File: src/rtl/stt_pkg.sv
// Shared types and constants for the software timer table.
// Holds slot sizing, opcode, kind, status and state codes, and the control structs.
// No dependencies.
package stt_pkg;

    localparam int TIMER_SLOTS = 16;
    localparam int SLOT_W      = (TIMER_SLOTS > 1) ? $clog2(TIMER_SLOTS) : 1;
    localparam int CNT_W       = $clog2(TIMER_SLOTS + 1);
    localparam int MAX_RESULTS = 16;
    localparam int RES_W       = $clog2(MAX_RESULTS + 1);

    typedef enum logic [1:0] {
        OP_TICK   = 2'd0,
        OP_SET    = 2'd1,
        OP_REMOVE = 2'd2,
        OP_NONE   = 2'd3
    } t_opcode;

    typedef enum logic [1:0] {
        KIND_SET_ACK    = 2'd0,
        KIND_REMOVE_ACK = 2'd1,
        KIND_EXPIRED    = 2'd2,
        KIND_TICK_NONE  = 2'd3
    } t_kind;

    typedef enum logic [1:0] {
        STS_OK        = 2'd0,
        STS_NOT_FOUND = 2'd1,
        STS_FULL      = 2'd2
    } t_status;

    typedef enum logic [2:0] {
        S_IDLE,
        S_SCAN,
        S_APPLY,
        S_TICK,
        S_TICK_END
    } t_state;

    // Commands from the controller to the datapath.
    typedef struct packed {
        logic scan_start;
        logic scan_step;
        logic apply;
        logic tick_start;
        logic tick_step;
        logic tick_end;
    } t_cmd;

    // Status from the datapath back to the controller.
    typedef struct packed {
        logic scan_last;
        logic tick_last;
        logic table_empty;
    } t_stat;

endpackage

File: src/rtl/software_timer_table.sv
// Top level of the software timer table.
// Joins the controller (stt_ctrl) and the datapath (stt_datapath); uses stt_pkg.
//
// The block keeps up to TIMER_SLOTS timers keyed by (task, signal). A command
// is transferred on a rising edge with start high and busy low; busy then stays
// high until the command is done. Set and remove scan the whole table, one slot
// per cycle, then update it in S_APPLY; the scan length is set by TIMER_SLOTS,
// not by the live timers. A tick walks the live timers newest first, one per
// cycle, then ends in S_TICK_END, which an empty table goes to at once. Opcode
// three is taken and dropped at once. Every result sits on the output ports
// for exactly one cycle, marked by o_valid, and cannot be held off: the
// receiver must take it then. Set and remove give one result; a tick gives one
// result per expired timer (at most MAX_RESULTS), or one tick-done result when
// nothing expired, and o_last marks the final result of each command.
// o_tick_count carries the running tick total in every result. Results are
// driven from a register.
module software_timer_table
    import stt_pkg::*;
(
    input  logic        i_clk,
    input  logic        i_rst_n,
    input  logic        start,
    output logic        busy,
    input  logic [1:0]  i_opcode,
    input  logic [7:0]  i_task_id,
    input  logic [7:0]  i_signal_id,
    input  logic [30:0] i_duration,
    input  logic        i_periodic,
    output logic        o_valid,
    output logic [1:0]  o_kind,
    output logic [1:0]  o_status,
    output logic [7:0]  o_fired_task,
    output logic [7:0]  o_fired_signal,
    output logic        o_last,
    output logic [31:0] o_tick_count
);

    t_cmd  cmd;
    t_stat stat;

    // Sequence scan, update and tick walk
    stt_ctrl u_ctrl (
        .i_clk    (i_clk),
        .i_rst_n  (i_rst_n),
        .i_start  (start),
        .i_opcode (i_opcode),
        .i_stat   (stat),
        .o_cmd    (cmd),
        .o_busy   (busy)
    );

    // Hold the table, walk it, and drive the result register
    stt_datapath u_datapath (
        .i_clk          (i_clk),
        .i_rst_n        (i_rst_n),
        .i_cmd          (cmd),
        .i_opcode       (i_opcode),
        .i_task_id      (i_task_id),
        .i_signal_id    (i_signal_id),
        .i_duration     (i_duration),
        .i_periodic     (i_periodic),
        .o_stat         (stat),
        .o_valid        (o_valid),
        .o_kind         (o_kind),
        .o_status       (o_status),
        .o_fired_task   (o_fired_task),
        .o_fired_signal (o_fired_signal),
        .o_last         (o_last),
        .o_tick_count   (o_tick_count)
    );

endmodule

File: src/rtl/stt_ctrl.sv
// Controller state machine of the software timer table.
// Sequences the key scan, the table update and the tick walk.
// Depends on stt_pkg.
module stt_ctrl
    import stt_pkg::*;
(
    input  logic       i_clk,
    input  logic       i_rst_n,
    input  logic       i_start,
    input  logic [1:0] i_opcode,
    input  t_stat      i_stat,
    output t_cmd       o_cmd,
    output logic       o_busy
);

    t_state r_state;
    t_state n_state;

    always_ff @(posedge i_clk) begin
        if (!i_rst_n) begin
            r_state <= S_IDLE;
        end else begin
            r_state <= n_state;
        end
    end

    always_comb begin
        n_state = r_state;
        o_cmd   = '0;
        unique case (r_state)
            S_IDLE: begin
                if (i_start) begin
                    unique case (t_opcode'(i_opcode))
                        OP_SET, OP_REMOVE: begin
                            o_cmd.scan_start = 1'b1;
                            n_state          = S_SCAN;
                        end
                        OP_TICK: begin
                            o_cmd.tick_start = 1'b1;
                            n_state          = i_stat.table_empty ? S_TICK_END : S_TICK;
                        end
                        default: n_state = S_IDLE;
                    endcase
                end
            end
            S_SCAN: begin
                o_cmd.scan_step = 1'b1;
                if (i_stat.scan_last) begin
                    n_state = S_APPLY;
                end
            end
            S_APPLY: begin
                o_cmd.apply = 1'b1;
                n_state     = S_IDLE;
            end
            S_TICK: begin
                o_cmd.tick_step = 1'b1;
                if (i_stat.tick_last) begin
                    n_state = S_TICK_END;
                end
            end
            S_TICK_END: begin
                o_cmd.tick_end = 1'b1;
                n_state        = S_IDLE;
            end
            default: n_state = S_IDLE;
        endcase
    end

    assign o_busy = (r_state != S_IDLE);

endmodule

File: src/rtl/stt_datapath.sv
// Datapath of the software timer table: slot storage, age order list,
// key scan, tick walk and the result register. Depends on stt_pkg.
module stt_datapath
    import stt_pkg::*;
(
    input  logic        i_clk,
    input  logic        i_rst_n,
    input  t_cmd        i_cmd,
    input  logic [1:0]  i_opcode,
    input  logic [7:0]  i_task_id,
    input  logic [7:0]  i_signal_id,
    input  logic [30:0] i_duration,
    input  logic        i_periodic,
    output t_stat       o_stat,
    output logic        o_valid,
    output logic [1:0]  o_kind,
    output logic [1:0]  o_status,
    output logic [7:0]  o_fired_task,
    output logic [7:0]  o_fired_signal,
    output logic        o_last,
    output logic [31:0] o_tick_count
);

    // Slot storage
    logic [TIMER_SLOTS-1:0] r_valid;
    logic [7:0]             r_task   [TIMER_SLOTS];
    logic [7:0]             r_sig    [TIMER_SLOTS];
    logic [31:0]            r_count  [TIMER_SLOTS];
    logic [30:0]            r_period [TIMER_SLOTS];
    // Age order: position 0 holds the newest slot
    logic [SLOT_W-1:0]      r_order  [TIMER_SLOTS];
    logic [CNT_W-1:0]       r_cnt;
    logic [31:0]            r_tick_total;

    // Latched request
    logic        r_op_set;
    logic [7:0]  r_key_task;
    logic [7:0]  r_key_sig;
    logic [30:0] r_dur;
    logic        r_per;

    // Walk state
    logic [SLOT_W-1:0] r_idx;
    logic [CNT_W-1:0]  r_wr;
    logic              r_found;
    logic [SLOT_W-1:0] r_found_pos;
    logic [SLOT_W-1:0] r_found_slot;
    logic              r_free_ok;
    logic [SLOT_W-1:0] r_free_slot;
    logic              r_pend_valid;
    logic [7:0]        r_pend_task;
    logic [7:0]        r_pend_sig;
    logic [RES_W-1:0]  r_nres;

    // Result register
    logic    r_out_valid;
    t_kind   r_out_kind;
    t_status r_out_status;
    logic [7:0] r_out_task;
    logic [7:0] r_out_sig;
    logic    r_out_last;

    logic [SLOT_W-1:0] walk_slot;
    logic              pos_live;
    logic              key_hit;
    logic [31:0]       dec_count;
    logic              fire;
    logic              has_period;
    logic              keep;
    logic              capture;
    logic              do_insert;
    logic              do_delete;

    assign walk_slot  = r_order[r_idx];
    assign pos_live   = (CNT_W'(r_idx) < r_cnt);
    assign key_hit    = (r_task[walk_slot] == r_key_task) && (r_sig[walk_slot] == r_key_sig);
    assign dec_count  = r_count[walk_slot] - 32'd1;
    assign fire       = (dec_count == 32'd0) || dec_count[31];
    assign has_period = (r_period[walk_slot] != 31'd0);
    assign keep       = !fire || has_period;
    assign capture    = fire && (r_nres < RES_W'(MAX_RESULTS));
    assign do_insert  = i_cmd.apply && r_op_set && !r_found && r_free_ok;
    assign do_delete  = i_cmd.apply && !r_op_set && r_found;

    assign o_stat.scan_last   = (r_idx == SLOT_W'(TIMER_SLOTS - 1));
    assign o_stat.tick_last   = ((CNT_W'(r_idx) + CNT_W'(1)) == r_cnt);
    assign o_stat.table_empty = (r_cnt == '0);

    // Control state with reset
    always_ff @(posedge i_clk) begin
        if (!i_rst_n) begin
            r_valid      <= '0;
            r_cnt        <= '0;
            r_tick_total <= '0;
            r_pend_valid <= 1'b0;
            r_out_valid  <= 1'b0;
        end else begin
            // strobe on an ack, on the end of a tick, or when a held firing is released
            r_out_valid <= i_cmd.apply || i_cmd.tick_end ||
                           (i_cmd.tick_step && capture && r_pend_valid);
            if (i_cmd.tick_start) begin
                r_tick_total <= r_tick_total + 32'd1;
                r_pend_valid <= 1'b0;
            end
            if (do_insert) begin
                r_valid[r_free_slot] <= 1'b1;
                r_cnt                <= r_cnt + CNT_W'(1);
            end
            if (do_delete) begin
                r_valid[r_found_slot] <= 1'b0;
                r_cnt                 <= r_cnt - CNT_W'(1);
            end
            if (i_cmd.tick_step) begin
                if (!keep) begin
                    r_valid[walk_slot] <= 1'b0;
                end
                if (capture) begin
                    r_pend_valid <= 1'b1;
                end
            end
            if (i_cmd.tick_end) begin
                r_cnt <= r_wr;
            end
        end
    end

    // Payload and walk registers
    always_ff @(posedge i_clk) begin
        if (i_cmd.scan_start) begin
            r_op_set   <= (t_opcode'(i_opcode) == OP_SET);
            r_key_task <= i_task_id;
            r_key_sig  <= i_signal_id;
            r_dur      <= i_duration;
            r_per      <= i_periodic;
            r_idx      <= '0;
            r_found    <= 1'b0;
            r_free_ok  <= 1'b0;
        end
        if (i_cmd.scan_step) begin
            r_idx <= r_idx + SLOT_W'(1);
            if (pos_live && key_hit && !r_found) begin
                r_found      <= 1'b1;
                r_found_pos  <= r_idx;
                r_found_slot <= walk_slot;
            end
            if (!r_valid[r_idx] && !r_free_ok) begin
                r_free_ok   <= 1'b1;
                r_free_slot <= r_idx;
            end
        end
        if (i_cmd.apply) begin
            r_out_task <= 8'd0;
            r_out_sig  <= 8'd0;
            r_out_last <= 1'b1;
            if (r_op_set) begin
                r_out_kind   <= KIND_SET_ACK;
                r_out_status <= (r_found || r_free_ok) ? STS_OK : STS_FULL;
                if (r_found) begin
                    r_count[r_found_slot] <= {1'b0, r_dur};
                end else if (r_free_ok) begin
                    r_task[r_free_slot]   <= r_key_task;
                    r_sig[r_free_slot]    <= r_key_sig;
                    r_count[r_free_slot]  <= {1'b0, r_dur};
                    r_period[r_free_slot] <= r_per ? r_dur : 31'd0;
                    // push the new slot in front of all others
                    for (int i = TIMER_SLOTS - 1; i > 0; i--) begin
                        r_order[i] <= r_order[i-1];
                    end
                    r_order[0] <= r_free_slot;
                end
            end else begin
                r_out_kind   <= KIND_REMOVE_ACK;
                r_out_status <= r_found ? STS_OK : STS_NOT_FOUND;
                if (r_found) begin
                    // close the gap left by the removed slot
                    for (int i = 0; i < TIMER_SLOTS - 1; i++) begin
                        if (SLOT_W'(i) >= r_found_pos) begin
                            r_order[i] <= r_order[i+1];
                        end
                    end
                end
            end
        end
        if (i_cmd.tick_start) begin
            r_idx  <= '0;
            r_wr   <= '0;
            r_nres <= '0;
        end
        if (i_cmd.tick_step) begin
            r_idx <= r_idx + SLOT_W'(1);
            r_count[walk_slot] <= (fire && has_period) ? {1'b0, r_period[walk_slot]}
                                                       : dec_count;
            if (keep) begin
                r_order[r_wr[SLOT_W-1:0]] <= walk_slot;
                r_wr <= r_wr + CNT_W'(1);
            end
            if (capture) begin
                // release the previous firing, hold this one until the next or the tick end
                r_nres       <= r_nres + RES_W'(1);
                r_pend_task  <= r_task[walk_slot];
                r_pend_sig   <= r_sig[walk_slot];
                r_out_kind   <= KIND_EXPIRED;
                r_out_status <= STS_OK;
                r_out_task   <= r_pend_task;
                r_out_sig    <= r_pend_sig;
                r_out_last   <= 1'b0;
            end
        end
        if (i_cmd.tick_end) begin
            r_out_status <= STS_OK;
            r_out_last   <= 1'b1;
            if (r_pend_valid) begin
                r_out_kind <= KIND_EXPIRED;
                r_out_task <= r_pend_task;
                r_out_sig  <= r_pend_sig;
            end else begin
                r_out_kind <= KIND_TICK_NONE;
                r_out_task <= 8'd0;
                r_out_sig  <= 8'd0;
            end
        end
    end

    assign o_valid        = r_out_valid;
    assign o_kind         = r_out_kind;
    assign o_status       = r_out_status;
    assign o_fired_task   = r_out_task;
    assign o_fired_signal = r_out_sig;
    assign o_last         = r_out_last;
    assign o_tick_count   = r_tick_total;

endmodule

File: config.mk
export PLATFORM = sky130hd
export DESIGN_NAME = software_timer_table
export DESIGN_NICKNAME = d
export VERILOG_FILES = /design/src/rtl/stt_pkg.sv /design/src/rtl/software_timer_table.sv /design/src/rtl/stt_ctrl.sv /design/src/rtl/stt_datapath.sv
export SDC_FILE = /design/constraint.sdc
export NUM_CORES = 2
export LEC_CHECK = 0
export BUFFER_PORTS_ARGS = -buffer_cell sky130_fd_sc_hd__clkbuf_2
export CAP_MARGIN = 20
export CELL_PAD_IN_SITES_DETAIL_PLACEMENT = 1
export CELL_PAD_IN_SITES_GLOBAL_PLACEMENT = 1
export CORE_MARGIN = 2
export CORE_UTILIZATION = 42
export CTS_BUF_LIST = sky130_fd_sc_hd__clkbuf_4 sky130_fd_sc_hd__clkbuf_8
export DETAILED_ROUTE_END_ITERATION = 7
export MAX_ROUTING_LAYER = met4
export PLACE_DENSITY = 0.68
export RECOVER_POWER = 50
export SYNTH_ARGS = -nofsm -noshare
export SYNTH_HDL_FRONTEND = slang
export SYNTH_SLANG_ARGS = --single-unit
export TNS_END_PERCENT = 1
File: constraint.sdc
create_clock -name i_clk -period 7.04 [get_ports i_clk]
set_input_delay 2.112 -clock i_clk [delete_from_list [all_inputs] [get_ports i_clk]]
set_output_delay 2.112 -clock i_clk [all_outputs]
set_load 0.02 [all_outputs]
; ---- Word-level counts from Yosys, hierarchy flattened
; Memory sizes are Yosys's and may differ from the RTL's. A register that Yosys moved wholly into a read port is not among the register bits.
; Cells that the tools add are included.
[op_classes]
add_sub_neg = 8
magnitude_cmp = 24
eq_ne = 13
n_mux = 193
bitwise = 20
reduce_logical = 42
[op_table]
columns = op, n
row1 = 1-bit 2-to-1 mux, 121
row2 = 16-bit 2-to-1 mux, 6
row3 = 32-bit 2-to-1 mux, 3
row4 = 4-bit 2-to-1 mux, 24
row5 = 8-bit 2-to-1 mux, 10
row6 = 32-bit OR reduction, 2
row7 = 5-bit 2-to-1 mux, 9
row8 = "32-bit by 1-bit adder with 32-bit output, second input constant", 1
row9 = 16-bit AND, 2
row10 = 32-bit logical NOT, 1
row11 = 16-bit inverter, 2
row12 = "32-bit by 1-bit subtractor with 32-bit output, second input constant", 1
row13 = 31-bit 2-to-1 mux, 1
row14 = 31-bit nonzero test, 1
row15 = "4-bit >= comparator, first input constant", 7
row16 = "4-bit by 5-bit < comparator with 1-bit output, second input constant", 4
row17 = 2-bit 2-to-1 mux, 9
row18 = 8-bit == test, 2
row19 = "3-bit by 4-bit >= comparator with 1-bit output, first input constant", 4
row20 = 1-bit logical AND, 16
row21 = 16-bit bitwise OR, 1
row22 = "5-bit by 1-bit adder with 5-bit output, second input constant", 3
row23 = 1-bit bitwise OR, 15
row24 = 1-bit demux with 4-bit select, 3
row25 = 31 further kinds, 52
[word_totals]
register_bits = 172
mem_bits_rw = 1328
inputBits = 53
n_memories = 5
[mem_list]
columns = memory, depth, word_bits, read_ports, rd_ports_with_merged_regs, write_ports, line
row1 = u_datapath.r_count, 16, 32, 1, 0, 1, stt_datapath.sv:28  ; logic [31:0] r_count [TIMER_SLOTS];
row2 = u_datapath.r_period, 16, 31, 1, 0, 1, stt_datapath.sv:29  ; logic [30:0] r_period [TIMER_SLOTS];
row3 = u_datapath.r_sig, 16, 8, 1, 0, 1, stt_datapath.sv:27  ; logic [7:0] r_sig [TIMER_SLOTS];
row4 = u_datapath.r_task, 16, 8, 1, 0, 1, stt_datapath.sv:26  ; logic [7:0] r_task [TIMER_SLOTS];
row5 = u_datapath.r_order, 16, 4, 17, 1, 16, stt_datapath.sv:31  ; logic [SLOT_W-1:0] r_order [TIMER_SLOTS];

; ---- Longest topological paths before layout
[logic_depth]
depth_word = 13
mapped_depth = 28
depth_no_buf = 20

; ---- Hierarchy
; From an unflattened synthesis, not the netlist that was laid out.
[unflattened]
cells_unflattened = 5971
area_unflattened_um2 = 69514.2
[by_module_without_submodules]
columns = module, n_inst, cells_each, area_each_um2, seq_area_each_um2
row1 = stt_datapath, 1, 5933, 69223.9, 44152.3
row2 = stt_ctrl, 1, 38, 290.3, 60.1

; ---- Worst setup path after synthesis
; Ideal clock, no wire load.
[synth_path]
path_kind = register to register
from = register with a tool-made name
to = register u_datapath.r_found_pos[0] (enable)
setup_time_ns = 0.398
arrival_ns = 5.864
required_ns = 6.642
slack_ns = 0.778
path_stages_with_launch = 22
synth_period_minus_slack_ns = 6.262
path_cell_list = dfxtp_1 buf_4 mux4_2 nand2_1 a21oi_1 a21oi_4 inv_2 buf_6 buf_6 buf_6 buf_6 buf_6 buf_6 buf_2 buf_2 buf_2 buf_1 mux4_2 mux4_2 xnor2_1 nand4_1 nor4_1
[synth_rtl]
columns = item, line
row1 = "end signal, assigned", stt_datapath.sv:143  ; r_found_pos <= r_idx;
row2 = "end, declared", stt_datapath.sv:46  ; logic [SLOT_W-1:0] r_found_pos;

==> results.yml <==
cts:
  cts_made_buffers: 234
  path_clk_slew_ns: 0.07
  cts.htree.levels: 4
  cts_buffer_depth: 3
  tritoncts: "yes"
  ctsRootBufferMaster: "clkbuf_8"
  insertion_delay_ns: 1.00
  postCtsSetupBuffers: 0
  cts_resized: 0
  cts_sinks: 1504
  cts.hold.buffers_added: 0
logic_synthesis:
  synth.avg_cell_area_um2: 18.1
  synth_seq_cells: 1504
  ys_warn_count: 0
  synthDistinctLibCells: 67
  netlist_area_um2: 61300
  synth_top_area_share_pct: 69.0
  yosysSeqAreaShare_pct: 72.1
  ys.flop_type: "edfxtp_1"
  synth_edf_count: 1409
  syn_inst: 3386
  yosysTopAreaCell: "edfxtp_1"
  async_flop_share_pct: 0
  syn_nets: 3459
  synthTopCellsByArea: "edfxtp_1, mux4_2, mux2i_1"
place:
  io_buffers: 107
  dp_hpwl_um: 97000
  gp_congestion: 0.871
power_and_ir_drop:
  leakagePower_nw: 23.4
  power_mw: 32.0
  p_per_area_nw_per_um2: 458
  vdd_drop_max_uv: 357
sta:
  fin_crit_ns: 6.77
  final.setup.tns_ns: 0
  fmax_mhz: 148
  fin_skew_ns: 0.0620
  min_period_over_period_pct: 96.2
  hold_viol: 0
  hold_ws_ns: 0.447
  relSlewSlack_pct: -209
  max_slew.worst_pin.slew_ns: 4.64
  rsz0062_at_grt: "no"
  final_max_slew_viol_count: 752
  finalSetupViolations: 0
die:
  coreArea_um2: 145000
  die_area_um2: 149000
  die_x_um: 386
  row_count: 140
  start_util_pct: 42.2
  io_pins: 108
  fp.dieH_um: 386
drt:
  drt_iter0_drc: 3163
  dr.pass1.iters: 5
  via_count: 33700
  routedWlPerCell_um: 28.5
  vias_per_cell: 5.79
  drtAntennaViolNets: 0
  routed_wl_um: 166000
  drc_errors: 0
critical_path:
  path_cells: "buf_4 -> buf_4 -> mux4_2 -> mux2_2 -> nand2b_1 -> o21ai_4 -> buf_4 -> nand3_1 -> nand3_1 -> nor3_1 -> xor2_1 -> nor4_1 -> nand4_1 -> or4b_4 -> o311a_1 -> buf_4 -> and3_1 -> or3_1"
  crit_fanout: 23
  cpLargestDelayFamily: "simple AND/OR/NAND/NOR gates"
  rr_endpoint: "u_datapath.r_order[1][0]$_DFFE_PP_"
  cpPeakStageDelay_ns: 0.75
  critical_path_class: "flip-flop to flip-flop"
  critPathCaptureType: "flip-flop"
  crit_top_cell: "buf_4"
  ff2ff_path_depth: 18
  crit_slowest_cell: "o21ai_4"
  startpoint_type: "flip-flop"
  reg2reg_slack_ns: 0.27
  cp.arrival_ns: 7.47
  required_ns: 7.74
  cp.buffers_inverters: 4
global_routing:
  grt_pass1_wl_um: 242000
  grtUsageTotal_pct: 23.1
  grt_max_degree: 72
  antenna_found_initial: 2
  grt-ovfl-total: 0
  grt_pass1_vias: 34900
hold_path:
  whs_endpoint: "u_datapath.o_fired_signal[5]$_DFF_P_"
  hp-class: "flip-flop to flip-flop"
  hp-start: "u_datapath.r_pend_sig[5]$_DFFE_PP_"
  holdPathStages: 1
final_layout:
  drive_above_1_share_pct: 25.3
  layout.nets: 3778
  post-route-util_pct: 48.1
  num-fill-cells: 13700
  synthToLayoutAreaGrowth_pct: 14.0
run_status:
  outcome: "finished, violations left"
  violations: "max-capacitance violations, max-slew violations"
flow_run:
  maxCapViolations: 18
[report_power, final]
part           leakage, nW  switching, mW  internal [mW]
Sequential            13.5          0.345           10.5
Clock                 2.51           3.52           3.88
Combinational         7.39           8.23           5.55
Total                 23.4           12.1           19.9
[per-stage QoR]
stage	area (µm²)	setup slack, ns	cells
6_report	69900	0.269	5819
5_1_grt	69900	0.0243	5818
4_1_cts	70000	0.0855	5811
3_5_place_dp	65300	0.135	5382
3_3_place_gp	65300	0.254	5382
2_1_floorplan	61300	0.778	3386
[registers in the layout (all words and copies together), names as in the netlist, 16 cells and up, named ones only]
name / flops
u_datapath.r_sig: 128
u_datapath.r_task: 128
u_datapath.r_period: 496
u_datapath.o_tick_count: 32
u_datapath.r_count: 512
u_datapath.r_order: 64
u_datapath.r_dur: 31
u_datapath.r_valid: 16
[kinds of logic (layout without fill, tap and decap cells)]
kind of cell / Yosys count / in the layout / synth area share, %
AOI/OAI and AO/OA: 211 / 211 / 2.59
xor gates and xnor gates: 76 / 76 / 1.09
buffers and inverters: 215 / 727 / 1.68
other: 0 / 4 / 0
DFF: 1504 / 1504 / 72.1
muxes: 666 / 666 / 16.7
adders and majority gates: 20 / 20 / 0.420
and+or+nand+nor: 694 / 694 / 5.49
[final cells by class]
type	instances	area, µm²	share of cell area, %
sequential	1504	44200	63.2
timing repair buffer	268	1910	2.73
tap	1917	2400	3.43
multi-input combinational	1667	16500	23.6
antenna	4	10.0	0.0143
clock inverter	110	860	1.23
clock buffer	319	3880	5.54
inverter	30	129	0.184
[how the worst max path moves through the flow]
stage | endpoint | cells past startpoint
after floorplan | u_datapath.r_found_pos[0]$_DFFE_PP_ | 21
after global placement | u_datapath.r_order[1][0]$_DFFE_PP_ | 19
after detailed placement | u_datapath.r_order[5][0]$_DFFE_PP_ | 19
after CTS | u_datapath.r_order[6][1]$_DFFE_PP_ | 19
after global routing | u_datapath.r_order[6][1]$_DFFE_PP_ | 23
final | u_datapath.r_order[1][0]$_DFFE_PP_ | 18
[layer usage]
| layer | GRT usage (%) | share of wire [%] |
|---|---|---|
| met5 | - | 0 |
| met1 | 31.8 | 43 |
| met2 | 35.7 | 48 |
| met3 | 3.69 | 6.4 |
| met4 | 6.42 | 2.2 |
[Yosys cell counts (12+ instances only)]
cell	instances
edfxtp_1	1409
nor3_1	33
buf_6	18
nand2b_1	13
dfxtp_1	95
xor2_1	26
clkbuf_1	84
a32oi_1	33
and2_1	64
mux2i_1	371
and3_1	27
nand2_1	262
buf_1	31
nor4_1	18
a22o_1	19
buf_2	43
inv_1	26
o311ai_0	22
or3_1	14
xnor2_1	50
ha_1	19
nand3_1	127
nand4_1	24
a31oi_1	14
mux4_2	283
nor2_1	72
mux2_2	12
o21ai_0	23
a21oi_1	24
o221ai_1	16
[placed cells by master, fill, tap and decap left out, drive strengths merged, types with 8 or more instances in the layout]
master | Yosys | routed
a21boi | 10 | 10
a21o | 9 | 9
a21oi | 25 | 25
a22o | 19 | 19
a22oi | 8 | 8
a31oi | 14 | 14
a32oi | 33 | 33
and2 | 64 | 64
and3 | 27 | 27
buf | 101 | 141
clkbuf | 84 | 446
clkinv | 2 | 93
dfxtp | 95 | 95
edfxtp | 1409 | 1409
ha | 19 | 19
inv | 28 | 37
mux2 | 12 | 12
mux2i | 371 | 371
mux4 | 283 | 283
nand2 | 262 | 262
nand2b | 13 | 13
nand3 | 130 | 130
nand3b | 11 | 11
nand4 | 24 | 24
nor2 | 72 | 72
nor3 | 35 | 35
nor4 | 18 | 18
o21ai | 25 | 25
o221ai | 16 | 16
o311ai | 22 | 22
or3 | 14 | 14
xnor2 | 50 | 50
xor2 | 26 | 26
Power figures use the tool's default switching activity.
